`src/rtl/cose_pkg.sv`:
```
`timescale 1ns / 1ps
// ----------------------------------------------------------------------------
// cose_pkg: shared types and constants of the opcode subset execute core
// Beat structs, decoded-instruction layout, instruction class codes, and the
// instruction length and cycle tables.
// ----------------------------------------------------------------------------
package cose_pkg;

    // Default sizing
    localparam int MEM_ADDR_BITS = 12;
    localparam int QUEUE_DEPTH   = 2;

    // Architectural reset values
    localparam logic [7:0]  RST_A  = 8'h01;
    localparam logic [3:0]  RST_F  = 4'hB;    // Z N H C, low nibble is always zero
    localparam logic [15:0] RST_BC = 16'h0013;
    localparam logic [15:0] RST_HL = 16'h014D;
    localparam logic [15:0] RST_SP = 16'hFFFE;
    localparam logic [15:0] RST_PC = 16'h0100;

    // Flag bit positions inside the 4-bit flag register
    localparam int FLAG_Z = 3;
    localparam int FLAG_N = 2;
    localparam int FLAG_H = 1;
    localparam int FLAG_C = 0;

    // Instruction classes
    localparam logic [3:0] K_NOP       = 4'd0;
    localparam logic [3:0] K_LD_BC_IMM = 4'd1;
    localparam logic [3:0] K_ST_BC_A   = 4'd2;
    localparam logic [3:0] K_INC_BC    = 4'd3;
    localparam logic [3:0] K_DEC_BC    = 4'd4;
    localparam logic [3:0] K_INC_R8    = 4'd5;
    localparam logic [3:0] K_DEC_R8    = 4'd6;
    localparam logic [3:0] K_LD_R8     = 4'd7;
    localparam logic [3:0] K_ROT       = 4'd8;
    localparam logic [3:0] K_ST_SP     = 4'd9;
    localparam logic [3:0] K_ADD_HL    = 4'd10;
    localparam logic [3:0] K_LD_A_BC   = 4'd11;
    localparam logic [3:0] K_UNSUP     = 4'd12;

    typedef struct packed {
        logic [7:0] opcode;
        logic [7:0] imm_low;
        logic [7:0] imm_high;
    } t_item;

    typedef struct packed {
        logic [7:0]  out_a;
        logic [7:0]  out_flags;
        logic [15:0] out_bc;
        logic [15:0] out_hl;
        logic [15:0] out_sp;
        logic [15:0] out_pc;
        logic [4:0]  cycle_count;
        logic        unsupported;
    } t_result;

    // Decoded instruction handed from front to back
    typedef struct packed {
        logic [3:0]  kind;
        logic        sel_c;      // 8-bit ops: 1 selects C, 0 selects B
        logic        rot_right;  // rotate: 1 is RRCA, 0 is RLCA
        logic [15:0] imm16;
        logic [1:0]  len;        // PC advance
        logic [4:0]  cycles;
    } t_dec;

    typedef struct packed {
        logic clearing;          // memory clear pass still running
    } t_back_stat;

    function automatic logic [1:0] op_len(input logic [3:0] op);
        logic [1:0] v;
        case (op)
            4'h1, 4'h8:  v = 2'd3;
            4'h6, 4'hE:  v = 2'd2;
            default:     v = 2'd1;
        endcase
        return v;
    endfunction

    function automatic logic [4:0] op_cycles(input logic [3:0] op);
        logic [4:0] v;
        case (op)
            4'h1:                             v = 5'd12;
            4'h8:                             v = 5'd20;
            4'h2, 4'h3, 4'h6, 4'h9, 4'hA,
            4'hB, 4'hE:                       v = 5'd8;
            default:                          v = 5'd4;
        endcase
        return v;
    endfunction

endpackage

```
`src/rtl/cose_front.sv`:
```
`timescale 1ns / 1ps
// ----------------------------------------------------------------------------
// cose_front: instruction intake and decode
// Takes input beats, classifies the opcode and pushes the decoded form into
// the queue toward the execute side.
// ----------------------------------------------------------------------------
module cose_front (
    input  logic                 i_clk,
    input  logic                 i_rst_n,
    input  logic                 i_valid,
    output logic                 o_ready,
    input  cose_pkg::t_item      i_item,
    input  cose_pkg::t_back_stat i_stat,
    input  logic                 i_q_full,
    output logic                 o_push,
    output cose_pkg::t_dec       o_dec
);

    logic r_busy_rst;   // holds off intake for the cycle after reset release

    always_ff @(posedge i_clk) begin
        if (!i_rst_n) begin
            r_busy_rst <= 1'b1;
        end else begin
            r_busy_rst <= 1'b0;
        end
    end

    assign o_ready = !i_q_full && !i_stat.clearing && !r_busy_rst;
    assign o_push  = i_valid && o_ready;

    always_comb begin
        o_dec.sel_c     = i_item.opcode[3];
        o_dec.rot_right = i_item.opcode[3];
        o_dec.imm16     = {i_item.imm_high, i_item.imm_low};
        o_dec.len       = cose_pkg::op_len(i_item.opcode[3:0]);
        o_dec.cycles    = cose_pkg::op_cycles(i_item.opcode[3:0]);
        unique case (i_item.opcode) inside
            8'h00:        o_dec.kind = cose_pkg::K_NOP;
            8'h01:        o_dec.kind = cose_pkg::K_LD_BC_IMM;
            8'h02:        o_dec.kind = cose_pkg::K_ST_BC_A;
            8'h03:        o_dec.kind = cose_pkg::K_INC_BC;
            8'h0B:        o_dec.kind = cose_pkg::K_DEC_BC;
            8'h04, 8'h0C: o_dec.kind = cose_pkg::K_INC_R8;
            8'h05, 8'h0D: o_dec.kind = cose_pkg::K_DEC_R8;
            8'h06, 8'h0E: o_dec.kind = cose_pkg::K_LD_R8;
            8'h07, 8'h0F: o_dec.kind = cose_pkg::K_ROT;
            8'h08:        o_dec.kind = cose_pkg::K_ST_SP;
            8'h09:        o_dec.kind = cose_pkg::K_ADD_HL;
            8'h0A:        o_dec.kind = cose_pkg::K_LD_A_BC;
            default: begin
                o_dec.kind   = cose_pkg::K_UNSUP;
                o_dec.len    = 2'd1;
                o_dec.cycles = 5'd0;
            end
        endcase
    end

endmodule

```
`config.mk`:
```
export PLATFORM = sky130hd
export DESIGN_NAME = cose_front
export DESIGN_NICKNAME = d
export VERILOG_FILES = /design/src/rtl/cose_pkg.sv /design/src/rtl/cose_front.sv
export SDC_FILE = /design/constraint.sdc
export NUM_CORES = 1
export LEC_CHECK = 0
export ABC_AREA = 1
export BUFFER_PORTS_ARGS = -buffer_cell sky130_fd_sc_hd__buf_2
export CORE_AREA = 8 8 45 47
export CTS_CLUSTER_SIZE = 10
export DETAILED_ROUTE_END_ITERATION = 8
export DIE_AREA = 0 0 53 55
export PLACE_DENSITY = 0.81
export SLEW_MARGIN = 20
export SYNTH_ARGS = -nofsm -noshare
export SYNTH_HDL_FRONTEND = slang
export SYNTH_SLANG_ARGS = --single-unit
```
`constraint.sdc`:
```
create_clock -name i_clk -period 1.9 [get_ports i_clk]
set_input_delay 0.285 -clock i_clk [delete_from_list [all_inputs] [get_ports i_clk]]
set_output_delay 0.285 -clock i_clk [all_outputs]
set_load 0.05 [all_outputs]
```
# ---- Word level (Yosys, flattened, before mapping)
# Memory sizes are Yosys's and may differ from the RTL's.
# Cells that the tools add are included.
dict set report classes {
  eq_ne 19
  n_mux 4
  reduce_logical 14
}
# op n
set op_table {}
lappend op_table {{$eq A8 B4 Y1 const B} 8}
lappend op_table {{$pmux W4 S12} 1}
lappend op_table {{$eq A8 B3 Y1 const B} 4}
lappend op_table {{$eq A8 B2 Y1 const B} 2}
lappend op_table {{$reduce_or A16 Y1} 1}
lappend op_table {{$reduce_or A2 Y1} 6}
lappend op_table {{$eq A4 B4 Y1 const B} 2}
lappend op_table {{$eq A8 B1 Y1 const B} 1}
lappend op_table {{$logic_not A8 Y1} 1}
lappend op_table {{$mux W7} 1}
lappend op_table {{$eq A4 B1 Y1 const B} 1}
lappend op_table {{$eq A4 B3 Y1 const B} 1}
lappend op_table {{$pmux W2 S2} 1}
lappend op_table {{$logic_and A1 B1 Y1} 3}
lappend op_table {{$logic_not A1 Y1} 3}
lappend op_table {{$mux W1} 1}
dict set report word_totals {
  reg_bits 1
  mem_bits_ro 48
  elab_cells 39
  n_memories 1
}
# name depth width read_ports rd_ports_with_merged_regs write_ports line_no
set memory_table {}
lappend memory_table {{(no name shown)} 16 3 1 0 0 cose_pkg.sv:85} ;# case (op)

# ---- Logic depth before layout (Yosys ltp)
dict set report depth {
  ltp_word 4
  mapped_depth 6
  depth_no_buf 6
}

# ---- Worst setup path before layout
# OpenSTA, ideal clock, no wires.
dict set report synth_timing {
  path_type {input to output}
  start {input i_stat}
  end {output o_push}
  t_arrival_ps 1988
  required_ps 1615
  setup_slack_ps -373
  stages 2
  path_buffers 0
  path_cell_list {nor3_1 > and2_1}
}
dict set report synth_via {
  elab_chain_cells 4
}
# element line_no
set synth_lines {}
lappend synth_lines {{from (decl)} cose_front.sv:13} ;# input cose_pkg::t_back_stat i_stat,
lappend synth_lines {{$logic_not A1 Y1} cose_front.sv:29} ;# assign o_ready = !i_q_full && !i_stat.clearing && !r_busy_rst;
lappend synth_lines {{$logic_and A1 B1 Y1 (2 in series)} cose_front.sv:29}
lappend synth_lines {{$logic_and A1 B1 Y1} cose_front.sv:30} ;# assign o_push = i_valid && o_ready;
lappend synth_lines {{to (decl)} cose_front.sv:15} ;# output logic o_push,
# Every way passes these cells.

==> flow_summary.toml <==
[die]
rows = 14
die_area_sq_um = 2920
ios = 60
core_area_sq_um = 1380
initial_core_util_pct = 27.8
die_w_um = 53
die_y_um = 55

[cells_and_area]
utilization_pct = 28.1
antenna_cells = 0
nNetsFinal = 106
largest_reg_flops = 1
top_regs = "r_busy_rst: 1 flops"
drive_above_1_share_pct = 42.7
final_common_cell = "buf_2"
area_growth_pct = 0.974
regMostFlops = "r_busy_rst"
layout_common_cells = "buf_2, nand2_1, nor2_1"
stdcell_area_sq_um = 389
nFillCells = 166
multi_input_area_sq_um = 190
area.sequential_sq_um = 20.0

[worst_setup_path]
slowest_stage = "buf_2"
worstSetupEndpointType = "output port"
crit_required_ns = 1.62
arrival_ns = 1.21
crit_type = "input port to output port"
worstPathCellList = "buf_2, nor2_1, nand2_1, inv_1, nand2_1, nand3_1, buf_2"
cpPeakStageDelay_ns = 0.26
critPathLaunchType = "input port"
crit_end = "o_dec[26]"
crit_fanout = 6
critPathLaunch = "i_item[23]"

[drt]
drtIter0Drc = 3
drc = 0
wire_per_inst_um = 10.8
viasPerCell = 4.40
dr.pass1.iters = 2
routed_wl_um = 987
vias = 400
drtAntennaViolNets = 0

[power_and_ir_drop]
finalPower_mw = 0.109
power.density_nw_per_um2 = 279
p_leak_nw = 0.246
irDropWorstVdd_v = 0.000117

[global_route]
antenna_found_initial = 0
grt_pass1_vias = 369
grt_pass1_wl_um = 1460
grt_overflow = 0
grt_max_degree = 8
track_usage_pct = 5.99

[run_status]
status = "finished clean"

[sta]
hold_viol_final = 0
final.period_utilization_pct = 78.9
hold_slack_ns = 0.441
max_freq_mhz = 667
fin_tns_setup_ns = 0
finalSetupViolCount = 0
post-route-min-period_ns = 1.50
finalMaxSlewViolations = 0
rsz0062_at_grt = "false"

[logic_synthesis]
synth_area_leader_cell = "buf_4"
syn-instance-count = 69
synth_top_area_share_pct = 39.0
syn_area_sq_um = 385
yosysWarnings = 0
ys_seq_area_share_pct = 5.19
postSynthAreaPerCell_sq_um = 5.59
synth_cell_types = 16
synth_area_leaders = "buf_4, nand2_1, nor2_1"
synth-seq-cells = 1

[clock_tree]
cts_setup_buffers = 0
cts_hold_buf = 0
path_clk_slew_ns = 0
cts_resized = 0

[flow_run]
drv_cap = 0

[place]
post-dp-hpwl_um = 889
gp_congestion = 0.729
place_area_sq_um = 389
port_buffers = 25

[min_path]
holdCritPathClass = "input port to flop"
## cells by family (layout without fill, tap and decap cells)
kind of cell           count (synthesis)  in the layout  synth area share (%)
AND/OR/NAND/NOR                       34             34                  39.9
other                                  1              2                 0.973
flip-flops                             1              1                  5.20
buffers and inverters                 29             34                  47.7
AO/OA/AOI/OAI                          4              4                  6.17
## final cells by class
type	count	share of cell area, %
Multi-Input combinational cell	40	48.9
Timing Repair Buffer	25	32.2
Inverter	9	8.68
Sequential cell	1	5.14
Tap cell	16	5.14
## how the worst min path moves through the flow
| stage | startpoint | endpoint | slack, ns | cells past startpoint |
|---|---|---|---|---|
| 6_report | i_rst_n | r_busy_rst$_DFF_P_ | 0.44 | 2 |
| 5_1_grt | i_rst_n | r_busy_rst$_DFF_P_ | 0.44 | 2 |
| 4_1_cts | i_rst_n | r_busy_rst$_DFF_P_ | 0.45 | 2 |
| 3_5_place_dp | i_rst_n | r_busy_rst$_DFF_P_ | 0.45 | 2 |
| 3_3_place_gp | i_rst_n | r_busy_rst$_DFF_P_ | 0.44 | 2 |
| 2_1_floorplan | i_rst_n | r_busy_rst$_DFF_P_ | 0.34 | 1 |
## through the flow
stage / instances / setup slack [ns]
after floorplan: 70 / 0.0238
after global placement: 91 / 0.455
after detailed placement: 91 / 0.409
after CTS: 91 / 0.401
after global routing: 91 / 0.304
final: 91 / 0.400
## per-layer routing
metal / global-route usage, % / part of all wire (%) / vias up
li1: - / - / 198
met1: 5.88 / 34 / 172
met2: 11.9 / 49 / 30
met3: 2.67 / 17 / 0
met4: 0 / 0 / 0
met5: 0 / 0 / -
## Yosys cell counts
cell	n
nand3_1	5
nor2_1	10
a21oi_1	1
nand2_2	1
buf_4	20
nor3_1	2
nand2_1	12
or2_1	1
inv_2	3
and2_1	2
conb_1	1
inv_1	6
o21ai_1	2
dfxtp_1	1
nor2_4	1
o21ai_2	1
## worst max-delay path, delay by kind of cell
kind | cells | cell delay (ns)
buf+inv | 3 | 0.55
simple gates | 4 | 0.38
## where the power goes
group / total (mW) / switching, mW / internal (mW) / leakage (nW)
logic: 0.0857 / 0.0627 / 0.0231 / 0.238
registers: 0.0230 / 0.000448 / 0.0226 / 0.00844
clock network: 0 / 0 / 0 / 0
total: 0.109 / 0.0631 / 0.0456 / 0.246
(Power assumes the default switching activity.)
