[src/rtl/cose_pkg.sv]
`timescale 1ns / 1ps
// ----------------------------------------------------------------------------
// cose_pkg: shared types and constants of the opcode subset execute core
// Beat structs, decoded-instruction layout, instruction class codes, and the
// instruction length and cycle tables.
// ----------------------------------------------------------------------------
package cose_pkg;

    // Default sizing
    localparam int MEM_ADDR_BITS = 12;
    localparam int QUEUE_DEPTH   = 2;

    // Architectural reset values
    localparam logic [7:0]  RST_A  = 8'h01;
    localparam logic [3:0]  RST_F  = 4'hB;    // Z N H C, low nibble is always zero
    localparam logic [15:0] RST_BC = 16'h0013;
    localparam logic [15:0] RST_HL = 16'h014D;
    localparam logic [15:0] RST_SP = 16'hFFFE;
    localparam logic [15:0] RST_PC = 16'h0100;

    // Flag bit positions inside the 4-bit flag register
    localparam int FLAG_Z = 3;
    localparam int FLAG_N = 2;
    localparam int FLAG_H = 1;
    localparam int FLAG_C = 0;

    // Instruction classes
    localparam logic [3:0] K_NOP       = 4'd0;
    localparam logic [3:0] K_LD_BC_IMM = 4'd1;
    localparam logic [3:0] K_ST_BC_A   = 4'd2;
    localparam logic [3:0] K_INC_BC    = 4'd3;
    localparam logic [3:0] K_DEC_BC    = 4'd4;
    localparam logic [3:0] K_INC_R8    = 4'd5;
    localparam logic [3:0] K_DEC_R8    = 4'd6;
    localparam logic [3:0] K_LD_R8     = 4'd7;
    localparam logic [3:0] K_ROT       = 4'd8;
    localparam logic [3:0] K_ST_SP     = 4'd9;
    localparam logic [3:0] K_ADD_HL    = 4'd10;
    localparam logic [3:0] K_LD_A_BC   = 4'd11;
    localparam logic [3:0] K_UNSUP     = 4'd12;

    typedef struct packed {
        logic [7:0] opcode;
        logic [7:0] imm_low;
        logic [7:0] imm_high;
    } t_item;

    typedef struct packed {
        logic [7:0]  out_a;
        logic [7:0]  out_flags;
        logic [15:0] out_bc;
        logic [15:0] out_hl;
        logic [15:0] out_sp;
        logic [15:0] out_pc;
        logic [4:0]  cycle_count;
        logic        unsupported;
    } t_result;

    // Decoded instruction handed from front to back
    typedef struct packed {
        logic [3:0]  kind;
        logic        sel_c;      // 8-bit ops: 1 selects C, 0 selects B
        logic        rot_right;  // rotate: 1 is RRCA, 0 is RLCA
        logic [15:0] imm16;
        logic [1:0]  len;        // PC advance
        logic [4:0]  cycles;
    } t_dec;

    typedef struct packed {
        logic clearing;          // memory clear pass still running
    } t_back_stat;

    function automatic logic [1:0] op_len(input logic [3:0] op);
        logic [1:0] v;
        case (op)
            4'h1, 4'h8:  v = 2'd3;
            4'h6, 4'hE:  v = 2'd2;
            default:     v = 2'd1;
        endcase
        return v;
    endfunction

    function automatic logic [4:0] op_cycles(input logic [3:0] op);
        logic [4:0] v;
        case (op)
            4'h1:                             v = 5'd12;
            4'h8:                             v = 5'd20;
            4'h2, 4'h3, 4'h6, 4'h9, 4'hA,
            4'hB, 4'hE:                       v = 5'd8;
            default:                          v = 5'd4;
        endcase
        return v;
    endfunction

endpackage

[src/rtl/cose_queue.sv]
`timescale 1ns / 1ps
// ----------------------------------------------------------------------------
// cose_queue: short queue of decoded instructions
// Circular buffer between decode and execute so each side stalls on its own.
// ----------------------------------------------------------------------------
module cose_queue #(
    parameter int DEPTH = cose_pkg::QUEUE_DEPTH
) (
    input  logic           i_clk,
    input  logic           i_rst_n,
    input  logic           i_push,
    input  cose_pkg::t_dec i_dec,
    output logic           o_full,
    input  logic           i_pop,
    output logic           o_valid,
    output cose_pkg::t_dec o_dec
);

    localparam int PTR_W = (DEPTH > 1) ? $clog2(DEPTH) : 1;
    localparam int CNT_W = $clog2(DEPTH + 1);
    localparam logic [PTR_W-1:0] LAST = PTR_W'(DEPTH - 1);
    localparam logic [CNT_W-1:0] FULL = CNT_W'(DEPTH);

    cose_pkg::t_dec   r_buf [DEPTH];
    logic [PTR_W-1:0] r_wptr, n_wptr;
    logic [PTR_W-1:0] r_rptr, n_rptr;
    logic [CNT_W-1:0] r_cnt,  n_cnt;

    assign o_full  = (r_cnt == FULL);
    assign o_valid = (r_cnt != '0);
    assign o_dec   = r_buf[r_rptr];

    always_comb begin
        n_wptr = r_wptr;
        n_rptr = r_rptr;
        n_cnt  = r_cnt;
        if (i_push) begin
            n_wptr = (r_wptr == LAST) ? '0 : r_wptr + 1'b1;
        end
        if (i_pop) begin
            n_rptr = (r_rptr == LAST) ? '0 : r_rptr + 1'b1;
        end
        if (i_push && !i_pop) begin
            n_cnt = r_cnt + 1'b1;
        end else if (!i_push && i_pop) begin
            n_cnt = r_cnt - 1'b1;
        end
    end

    always_ff @(posedge i_clk) begin
        if (!i_rst_n) begin
            r_wptr <= '0;
            r_rptr <= '0;
            r_cnt  <= '0;
        end else begin
            r_wptr <= n_wptr;
            r_rptr <= n_rptr;
            r_cnt  <= n_cnt;
        end
    end

    always_ff @(posedge i_clk) begin
        if (i_push) begin
            r_buf[r_wptr] <= i_dec;
        end
    end

endmodule

[config.mk]
export PLATFORM = sky130hd
export DESIGN_NAME = cose_queue
export DESIGN_NICKNAME = d
export VERILOG_FILES = /design/src/rtl/cose_pkg.sv /design/src/rtl/cose_queue.sv
export SDC_FILE = /design/constraint.sdc
export NUM_CORES = 1
export LEC_CHECK = 0
export BUFFER_PORTS_ARGS = -buffer_cell sky130_fd_sc_hd__buf_2
export CAP_MARGIN = 20
export CORE_MARGIN = 4
export CORE_UTILIZATION = 55
export DETAILED_ROUTE_END_ITERATION = 6
export PLACE_DENSITY_LB_ADDON = 0.15
export SLEW_MARGIN = 20
export SYNTH_ARGS = -nofsm -noshare
export SYNTH_HDL_FRONTEND = slang
export SYNTH_SLANG_ARGS = --single-unit
[constraint.sdc]
create_clock -name i_clk -period 4.56 [get_ports i_clk]
set_clock_uncertainty 0.1 [all_clocks]
set_input_delay 0.912 -clock i_clk [delete_from_list [all_inputs] [get_ports i_clk]]
set_output_delay 0.912 -clock i_clk [all_outputs]
set_load 0.05 [all_outputs]
# Word-level counts from Yosys, hierarchy flattened
# Memory sizes are Yosys's and may differ from the RTL's. A register that Yosys moved wholly into a read port is not among the register bits.
# Index checks and enable logic that the tools add are counted.
# classes
n_addsub	4
eq_ne	1
muxes	8
reduce_logical	6
# ops
operator	count
$mux W1	6
$mux W2	2
$reduce_bool A2 Y1	2
$add A1 B1 Y1 const B	2
$add A2 B1 Y2 const B	1
$eq A2 B2 Y1 const B	1
$logic_and A1 B1 Y1	2
$logic_not A1 Y1	2
$sub A2 B1 Y2 const B	1
# word_totals
register_bits	4
ramBits	58
in_bits	33
out_inout_bits	31
word_cells	23
memories	1
# memory_table
memory	words	word_bits	rd	rd_clocked_by_memory_dff	write_ports	line_no	text
r_buf	2	29	1	1	1	cose_queue.sv:24	cose_pkg::t_dec r_buf [DEPTH];

# Logic depth before layout (Yosys ltp)
# Gate-level depths: netlist (run 1).
# logic_depth
word_depth	4
depth_mapped	5

# Least setup slack after synthesis (run 1)
# No wires, ideal clock.
# synth_path
path_type	input port to flip-flop
startpoint	input port i_push
endpoint	memory r_buf[0][0] (netlist bit) (enable)
setup_time_ps	420
t_arrival_ps	2262
required_ps	4040
path_slack_ps	1778
stages	1
path_cell_list	nor2b_1
# synth_between
elab_chain_cells	2
# synth_rtl
element	line_no	text
start: declaration	cose_queue.sv:11	input logic i_push,
$mux W1	cose_queue.sv:63	if (i_push) begin
$mux W1 (implied by the code)	cose_queue.sv:64	r_buf[r_wptr] <= i_dec;
end: declaration	cose_queue.sv:24	
# No other way between the ends.

==> flow_summary.yaml, run 1 <==
run_status:
  outcome: "finished clean"
finish:
  instances_no_fill: 240
  final_layout_size_suffix_gt1_share_pct: 58.42
  finalNetCount: 219
  multi_input_area_um2: 446.7
  syn_to_final_growth_pct: 22.82
  diodes: 0
  post-route-util_pct: 70.53
  fillers: 284
  regArea_um2: 1843
min_path:
  min_delay_worst_endpoint: "r_cnt[1]"
  min_path_cells: 2
  hp-start: "r_cnt[1]"
  hp-class: "reg -> reg"
run:
  drv_cap: 0
clocking:
  htreeDepth: 3
  hold_buffers: 0
  cts_resized: 0
  clk_latency_ns: 0.32
  cts_tree: "built"
  cts-root-buf: "clkbuf_8"
  cts_inserted_buffers: 9
  clk_pin_slew_ns: 0.06
  cts_setup_buffers: 0
  clk_path_buf_depth: 2
  clkSinkCount: 63
timing:
  setup_violations: 0
  worst_pin_slew_ns: 0.8126
  setup_tns_ns: 0
  maxSlewHeadroom_pct: 45.58
  fmax_ghz: 0.3628
  whs_ns: 0.4145
  slew_violations: 0
  period_needed_ns: 2.756
  grt_setup_unrepaired: "false"
  post-route-period-util_pct: 60.44
  finalWorstSetupSlack_ns: 1.804
  finalHoldViolations: 0
critical_path:
  crit_required_ns: 3.55
  r2r_slack_ns: 2.78
  reg2reg_depth: 2
  crit_path_top_delay_cell: "dfxtp_2"
  cpPeakStageDelay_ns: 0.77
  path_cells: "mux2_2 > buf_2"
  crit_fanout: 29
  r2r_start: "r_wptr"
  r2r-end: "r_buf[0][9]"
  startpoint_type: "register"
  worstSetupPathType: "reg -> out"
  cp.arrival_ns: 1.74
  cp-end-kind: "output port"
power_and_ir_drop:
  power.density_nw_per_um2: 450.8
  cellLeakagePower_nw: 1.100
  irDropWorstVdd_uv: 314.6
logic_synthesis:
  synth_fp_nets: 146
  synth_enable_flop_cells: 58
  async_reset_ff_share_pct: 0
  synthTopCellsByArea: "edfxtp_1 (75%), mux2_2 (14%), dfxtp_1 (4.3%), and2_1 (1.1%), xor2_1 (0.76%)"
  yosys-top-cells-count: "edfxtp_1 (58), mux2_2 (29), dfxtp_1 (5)"
  synth_top_area_share_pct: 75.28
  netlist_area_um2: 2313
  syn_area_per_cell_um2: 20.66
  yosysSeqAreaShare_pct: 79.61
  ys.flop_type: "edfxtp_1"
  synth.most_common_cell: "edfxtp_1"
  yosysTopAreaCell: "edfxtp_1"
  ys_ff_latch: 63
  synth_cells: 112
  yosysUniqueCellTypes: 18
  yosysWarnings: 0
route:
  viasPerCell: 5.075
  first_pass_iters: 4
  drt_iter0_drc: 60
  highest_layer: "met4"
  wl_um: 3930
  wl_met3_um: 325
  dr_wl_met2_um: 1977
  met1_length_um: 1581
  routedWlPerCell_um: 16.38
  drc: 0
  num_vias: 1218
  ant_nets: 0
placement:
  numPortBuffers: 63
  dp_hpwl_um: 2677
  gp_congestion: 0.7129
  place_inst: 224
  dpl_worst_slack_ns: 2.024
die:
  coreArea_um2: 4029
  ios: 64
  die_x_um: 72.86
  rows: 23
  start_util_pct: 57.42
  die_area_um2: 5308
  die_y_um: 72.86
grt:
  gr-total-overflow: 0
  grt_usage_pct: 16.52
  grt_antenna_before_repair: 0
  grt_pass1_wl_um: 6320
  grt_max_degree: 30
  grt_pass1_vias: 1362
area by class of cell:
class	instances	share of cell area [%]
sequential	63	64.86
multi-input combinational	45	15.72
timing repair buffer	65	11.62
clock buffer	10	4.491
tap	50	2.202
clock inverter	6	0.9687
inverter	1	0.1321
how the worst max path moves through the flow:
stage             start      endpoint  cells past startpoint
5_1_grt        register      o_dec[1]                      2
3_5_place_dp     i_push  r_buf[0][16]                      3
6_report       register     o_dec[19]                      2
4_1_cts        register      o_dec[4]                      2
3_3_place_gp   register      o_dec[4]                      2
2_1_floorplan    i_push   r_buf[0][0]                      1
registers in the layout, summed over array words and instances (netlist names), named ones only:
register  count
r_cnt         2
r_rptr        1
r_buf        58
r_wptr        1
metal layers:
layer  up-vias  GRT usage, %
li1        581             -
met1       581         18.40
met2        51         26.95
met3         5         7.851
met4         0         7.377
met5         -             0
stage by stage:
stage | power (mW) | area, um^2
finish | 1.281 | 2841
global route | 1.339 | 2841
CTS | 1.295 | 2841
detailed placement | 0.9147 | 2686
global placement | 0.9091 | 2685
floorplan | 0.8596 | 2313
kinds of logic after synthesis:
family / count (synthesis) / share of synthesized area (%)
compound gates: 3 / 0.8654
xor+xnor: 3 / 1.136
fa+ha+maj: 1 / 0.5407
buf+inv: 4 / 1.190
flops: 63 / 79.61
mux: 29 / 14.12
simple gates: 9 / 2.542
placed cells by master (no fill, tap or decap), drive strengths merged:
cell type	Yosys	routed
a21boi	1	1
and2	4	4
and2b	1	1
buf	3	65
clkbuf	0	10
clkinv	0	6
dfxtp	5	5
edfxtp	58	58
ha	1	1
inv	1	1
mux2	29	29
nor2b	2	2
o21a	1	1
o21ai	1	1
or2	1	1
or3	1	1
xnor2	1	1
xor2	2	2
worst max-delay path, delay by kind of cell, from the launching register on:
family / cells / cell delay (ns)
muxes: 1 / 0.42
DFF: 1 / 0.77
buffers and inverters: 1 / 0.21
report_power, final:
| group | leakage [nW] | switching, mW | internal [mW] |
|---|---|---|---|
| Combinational | 0.429 | 0.149 | 0.0667 |
| Sequential | 0.586 | 0.0186 | 0.666 |
| Clock | 0.0847 | 0.191 | 0.189 |
| Total | 1.10 | 0.359 | 0.922 |
(Power assumes the default switching activity.)
==> run 2, diff against run 1 <==
CORE_UTILIZATION = 51   (was 55)
clock period = 2.8 ns   (was 4.56 ns; I/O delays follow)
==> run 2 against run 1 <==
First-iteration DRC count increased by 8.3%. Largest cell class unchanged. Critical path type unchanged. Via count shrank 0.90%. Sequential power is 61% higher. Power rose by 70%. Design area up 2.1%.
==> flow_summary.yaml, run 2 (synthesis gave the netlist of run 1 again) <==
run_status:
  outcome: "finished clean"
clocking:
  clk_path_buf_depth: 2
  cts_tree: "built"
  cts_resized: 0
  clk_latency_ns: 0.32
  clk_pin_slew_ns: 0.07
  hold_buffers: 0
  clkSinkCount: 63
  cts-root-buf: "clkbuf_8"
  cts_setup_buffers: 0
  cts_inserted_buffers: 9
  htreeDepth: 3
die:
  rows: 24
  coreArea_um2: 4384
  ios: 64
  die_area_um2: 5678
  start_util_pct: 52.77
  die_x_um: 75.35
  die_y_um: 75.35
power_and_ir_drop:
  p_int_mw: 1.599
  p_sw_mw: 0.5844
  comb_power_share_pct: 17.1
  cellLeakagePower_nw: 1.127
  power.density_nw_per_um2: 752.6
  clkPwrFrac_pct: 32.5
  switching_share_pct: 26.76
  irDropWorstVdd_uv: 510.9
  p_seq_share_pct: 50.4
timing:
  period_needed_ns: 2.127
  setup_violations: 0
  maxSlewHeadroom_pct: 68.21
  slew_violations: 0
  post-route-period-util_pct: 75.96
  setup_tns_ns: 0
  grt_setup_unrepaired: "false"
  fmax_ghz: 0.4701
  finalHoldViolations: 0
  worst_pin_slew_ns: 0.4746
placement:
  gp_congestion: 0.7134
  placed_cell_area_um2: 2723
  numPortBuffers: 63
  dp_hpwl_um: 2780
min_path:
  min_delay_worst_endpoint: "r_buf[0][6]"
  hp-class: "in -> reg"
  min_path_cells: 1
  hp-start: "i_dec[6]"
route:
  drt_iter0_drc: 65
  ant_nets: 0
  first_pass_iters: 4
  num_vias: 1207
  routedWlPerCell_um: 15.98
  drc: 0
  wl_um: 3914
  viasPerCell: 4.927
critical_path:
  r2r_slack_ns: 1.39
  cpPeakStageDelay_ns: 0.37
  crit_buf_inv: 2
  path_cells: "buf_4 > mux2_2 > buf_2"
  cp.arrival_ns: 1.47
  critical-path-top-delay-family: "buffers and inverters"
  r2r_start: "r_wptr"
  worstSetupPathType: "reg -> out"
  crit_path_top_delay_cell: "mux2_2"
  cp-end-kind: "output port"
  crit_required_ns: 2.14
  reg2reg_depth: 2
  r2r-end: "r_buf[1][0]"
  crit_fanout: 16
  startpoint_type: "register"
grt:
  grt_pass1_wl_um: 5727
  grt_antenna_before_repair: 0
  gr-total-overflow: 0
  grt_pass1_vias: 1234
  grt_usage_pct: 14.66
  grt_max_degree: 24
finish:
  final_cell_area_um2: 2902
  diodes: 0
  largest_reg_flops: 58
  top_register: "r_buf"
  layout_common_cells: "buf_2 (63), edfxtp_1 (58), mux2_2 (29), clkbuf_8 (9), dfxtp_1 (5)"
  reg_top3: "r_buf x58, r_cnt x2"
  finalNetCount: 222
  final_layout_size_suffix_gt1_share_pct: 58.03
  final_common_cell: "buf_2"
  syn_to_final_growth_pct: 25.42
run:
  drv_cap: 0
-- run 2: cell types whose count changed in the layout (fill, tap and decap cells not counted), sizes merged --
cell,change
bufinv,+1
buf,+3
clkinv,-1
-- run 2: area by class of cell --
| type | count | area, um^2 |
|---|---|---|
| Clock buffer | 10 | 127.6 |
| Clock inverter | 6 | 51.30 |
| Fill cell | 319 | 1483 |
| Inverter | 1 | 3.754 |
| Multi-Input combinational cell | 45 | 446.7 |
| Sequential cell | 63 | 1842 |
| Tap cell | 52 | 65.06 |
| Timing Repair Buffer | 68 | 365.4 |
-- run 2: worst reg2reg max path, stage by stage, from the launching register on --
cell and delay [ns]:
dfxtp_1 0.36, and2_1 0.35, buf_4 0.30
-- run 2: power by group through the flow --
| stage | Combinational, mW | Clock [mW] | Sequential, mW |
|---|---|---|---|
| after floorplan | 0.284 | 0 | 1.12 |
| after global placement | 0.370 | 0 | 1.12 |
| after detailed placement | 0.378 | 0 | 1.12 |
| after CTS | 0.379 | 0.734 | 1.10 |
| after global routing | 0.396 | 0.775 | 1.10 |
| final | 0.373 | 0.710 | 1.10 |
-- run 2: worst max-delay path by stage --
stage | start | end | slack, ns | cells past startpoint
6_report | register | o_dec[9] | 0.67 | 3
5_1_grt | register | o_dec[9] | 0.58 | 3
4_1_cts | register | o_dec[28] | 0.63 | 3
3_5_place_dp | register | o_dec[9] | 0.99 | 3
3_3_place_gp | register | o_dec[9] | 1.01 | 3
2_1_floorplan | i_push | r_buf[0][0] | 0.37 | 1
-- run 2: stage by stage --
step | hold slack, ns | util [%] | cells | power (mW) | setup slack, ns
floorplan | 0.3612 | - | 112 | 1.400 | 0.3699
global placement | 0.3706 | 62.10 | 229 | 1.486 | 1.010
detailed placement | 0.4002 | 62.10 | 229 | 1.499 | 0.9876
CTS | 0.3102 | 66.18 | 245 | 2.214 | 0.6330
global route | 0.3011 | 66.18 | 245 | 2.276 | 0.5789
finish | 0.3260 | 66.18 | 245 | 2.184 | 0.6730
-- run 2: layer usage --
metal  vias to the layer above  global-route usage, %  wire length, um
met5                         -                      0                0
met1                       576                  16.56             1406
li1                        585                      -                -
met3                         6                  5.277              286
met2                        40                  24.16             2161
met4                         0                  8.155               59
==> run 3, diff against run 2 <==
clock period = 2 ns   (was 2.8 ns; I/O delays follow)
==> run 3 against run 2 <==
Critical path depth unchanged. Sequential power up 40%. Cell count grew 0.41%. Clock power up 30%. Setup slack worse by 0.63 ns. Wire length is 3.2% lower. Worst hold slack got worse by 0.17 ns.
==> flow_summary.yaml, run 3 (synthesis gave the netlist of run 1 again) <==
run_status:
  outcome: "finished clean"
critical_path:
  r2r_start: "r_wptr"
  r2r_slack_ns: 0.83
  cp.arrival_ns: 1.46
  reg2reg_depth: 2
  r2r-end: "r_buf[1][23]"
  worstSetupPathType: "reg -> out"
  crit_fanout: 18
  cp-end-kind: "output port"
  crit_required_ns: 1.50
  endpoint: "o_dec[17]"
  startpoint_type: "register"
clocking:
  clkSinkCount: 63
  clk_pin_slew_ns: 0.07
  cts_tree: "built"
  hold_buffers: 0
  clk_latency_ns: 0.32
  htreeDepth: 3
  cts_setup_buffers: 0
  clk_path_buf_depth: 2
  cts_inserted_buffers: 9
  cts-root-buf: "clkbuf_8"
die:
  ios: 64
  coreArea_um2: 4384
  die_y_um: 75.35
  die_area_um2: 5678
  rows: 24
  die_x_um: 75.35
  start_util_pct: 52.77
route:
  wl_um: 3789
  ant_nets: 0
  routedWlPerCell_um: 15.40
  drc: 0
  viasPerCell: 4.959
  num_vias: 1220
  first_pass_iters: 4
  drt_iter0_drc: 66
grt:
  grt_pass1_vias: 1227
  grt_antenna_before_repair: 0
  grt_pass1_wl_um: 5595
  gr-total-overflow: 0
  grt_max_degree: 19
  grt_usage_pct: 14.19
timing:
  post-route-period-util_pct: 97.84
  setup_violations: 0
  setup_tns_ns: 0
  fmax_ghz: 0.5111
  slew_violations: 0
  finalHoldViolations: 0
  period_needed_ns: 1.957
  maxSlewHeadroom_pct: 83.09
  grt_setup_unrepaired: "true"
  finalWorstSetupSlack_ns: 0.04329
  worst_pin_slew_ns: 0.2554
run:
  drv_cap: 0
finish:
  syn_to_final_growth_pct: 24.99
  top_register: "r_buf"
  diodes: 0
  largest_reg_flops: 58
  layout_common_cells: "buf_2 (63), edfxtp_1 (58), mux2_2 (29), clkbuf_8 (11)"
  instances_no_fill: 246
  multi_input_area_um2: 446.7
  finalNetCount: 223
  final_common_cell: "buf_2"
  final_layout_size_suffix_gt1_share_pct: 57.73
  regArea_um2: 1842
  fillers: 317
  reg_top3: "r_buf x58, r_cnt x2"
placement:
  dpl_worst_slack_ns: 0.3185
  numPortBuffers: 63
  place_inst: 230
  dp_hpwl_um: 2605
  gp_congestion: 0.6608
power_and_ir_drop:
  p_sw_mw: 0.7938
  irDropWorstVdd_uv: 661.1
  switching_share_pct: 26.60
  comb_power_share_pct: 17.4
  cellLeakagePower_nw: 1.122
  p_int_mw: 2.191
  clkPwrFrac_pct: 31.0
  p_seq_share_pct: 51.6
  power.density_nw_per_um2: 1032
min_path:
  hp-class: "in -> reg"
## run 3: area by class of cell
type	count	share of cell area, %
clock buffer	14	5.625
clock inverter	2	0.2596
inverter	1	0.1298
multi-input combinational	45	15.45
sequential	63	63.70
tap	52	2.250
timing repair buffer	69	12.59
## run 3: worst min path at each step
| stage | startpoint | end | depth (start not counted) |
|---|---|---|---|
| after global routing | i_dec[22] | r_buf[1][22] | 1 |
| after detailed placement | r_cnt[1] | r_cnt[1] | 2 |
| after global placement | r_cnt[1] | r_cnt[1] | 2 |
| after floorplan | r_cnt[1] | r_cnt[1] | 2 |
| after CTS | i_dec[22] | r_buf[0][22] | 1 |
| final | i_dec[22] | r_buf[0][22] | 1 |
## run 3: what timing repair did
item,CTS,global route
gates resized for setup,1,0
endpoints found under the hold margin,0,0
gates cloned,0,0
setup endpoints to repair,18,22
## run 3: per-stage QoR
| stage | utilization [%] | hold slack [ns] | power, mW | cell area, um^2 |
|---|---|---|---|---|
| floorplan | - | 0.3612 | 1.960 | 2316 |
| global placement | 61.99 | 0.3759 | 2.079 | 2718 |
| detailed placement | 61.99 | 0.3955 | 2.092 | 2718 |
| CTS | 65.95 | 0.1399 | 3.030 | 2892 |
| global route | 65.95 | 0.1341 | 3.122 | 2892 |
| finish | 65.95 | 0.1609 | 2.985 | 2892 |
## run 3: worst max-delay path, stage by stage, from the launching register on
cell and delay [ns]:
dfxtp_1 0.35, buf_6 0.21, mux2_2 0.36, buf_2 0.21
## run 3: power by group through the flow
stage               Sequential (mW)  Clock, mW  Combinational, mW
global placement               1.56          0              0.516
detailed placement             1.57          0              0.524
CTS                            1.54      0.962              0.527
floorplan                      1.56          0              0.398
finish                         1.54      0.924              0.521
global route                   1.55       1.03              0.549
## run 3: per-layer routing
metal	track usage, %	vias up	routed length, um
met4	9.320	0	70
met2	22.05	39	1921
met5	0	-	0
li1	-	589	-
met1	16.30	584	1528
met3	5.541	8	268
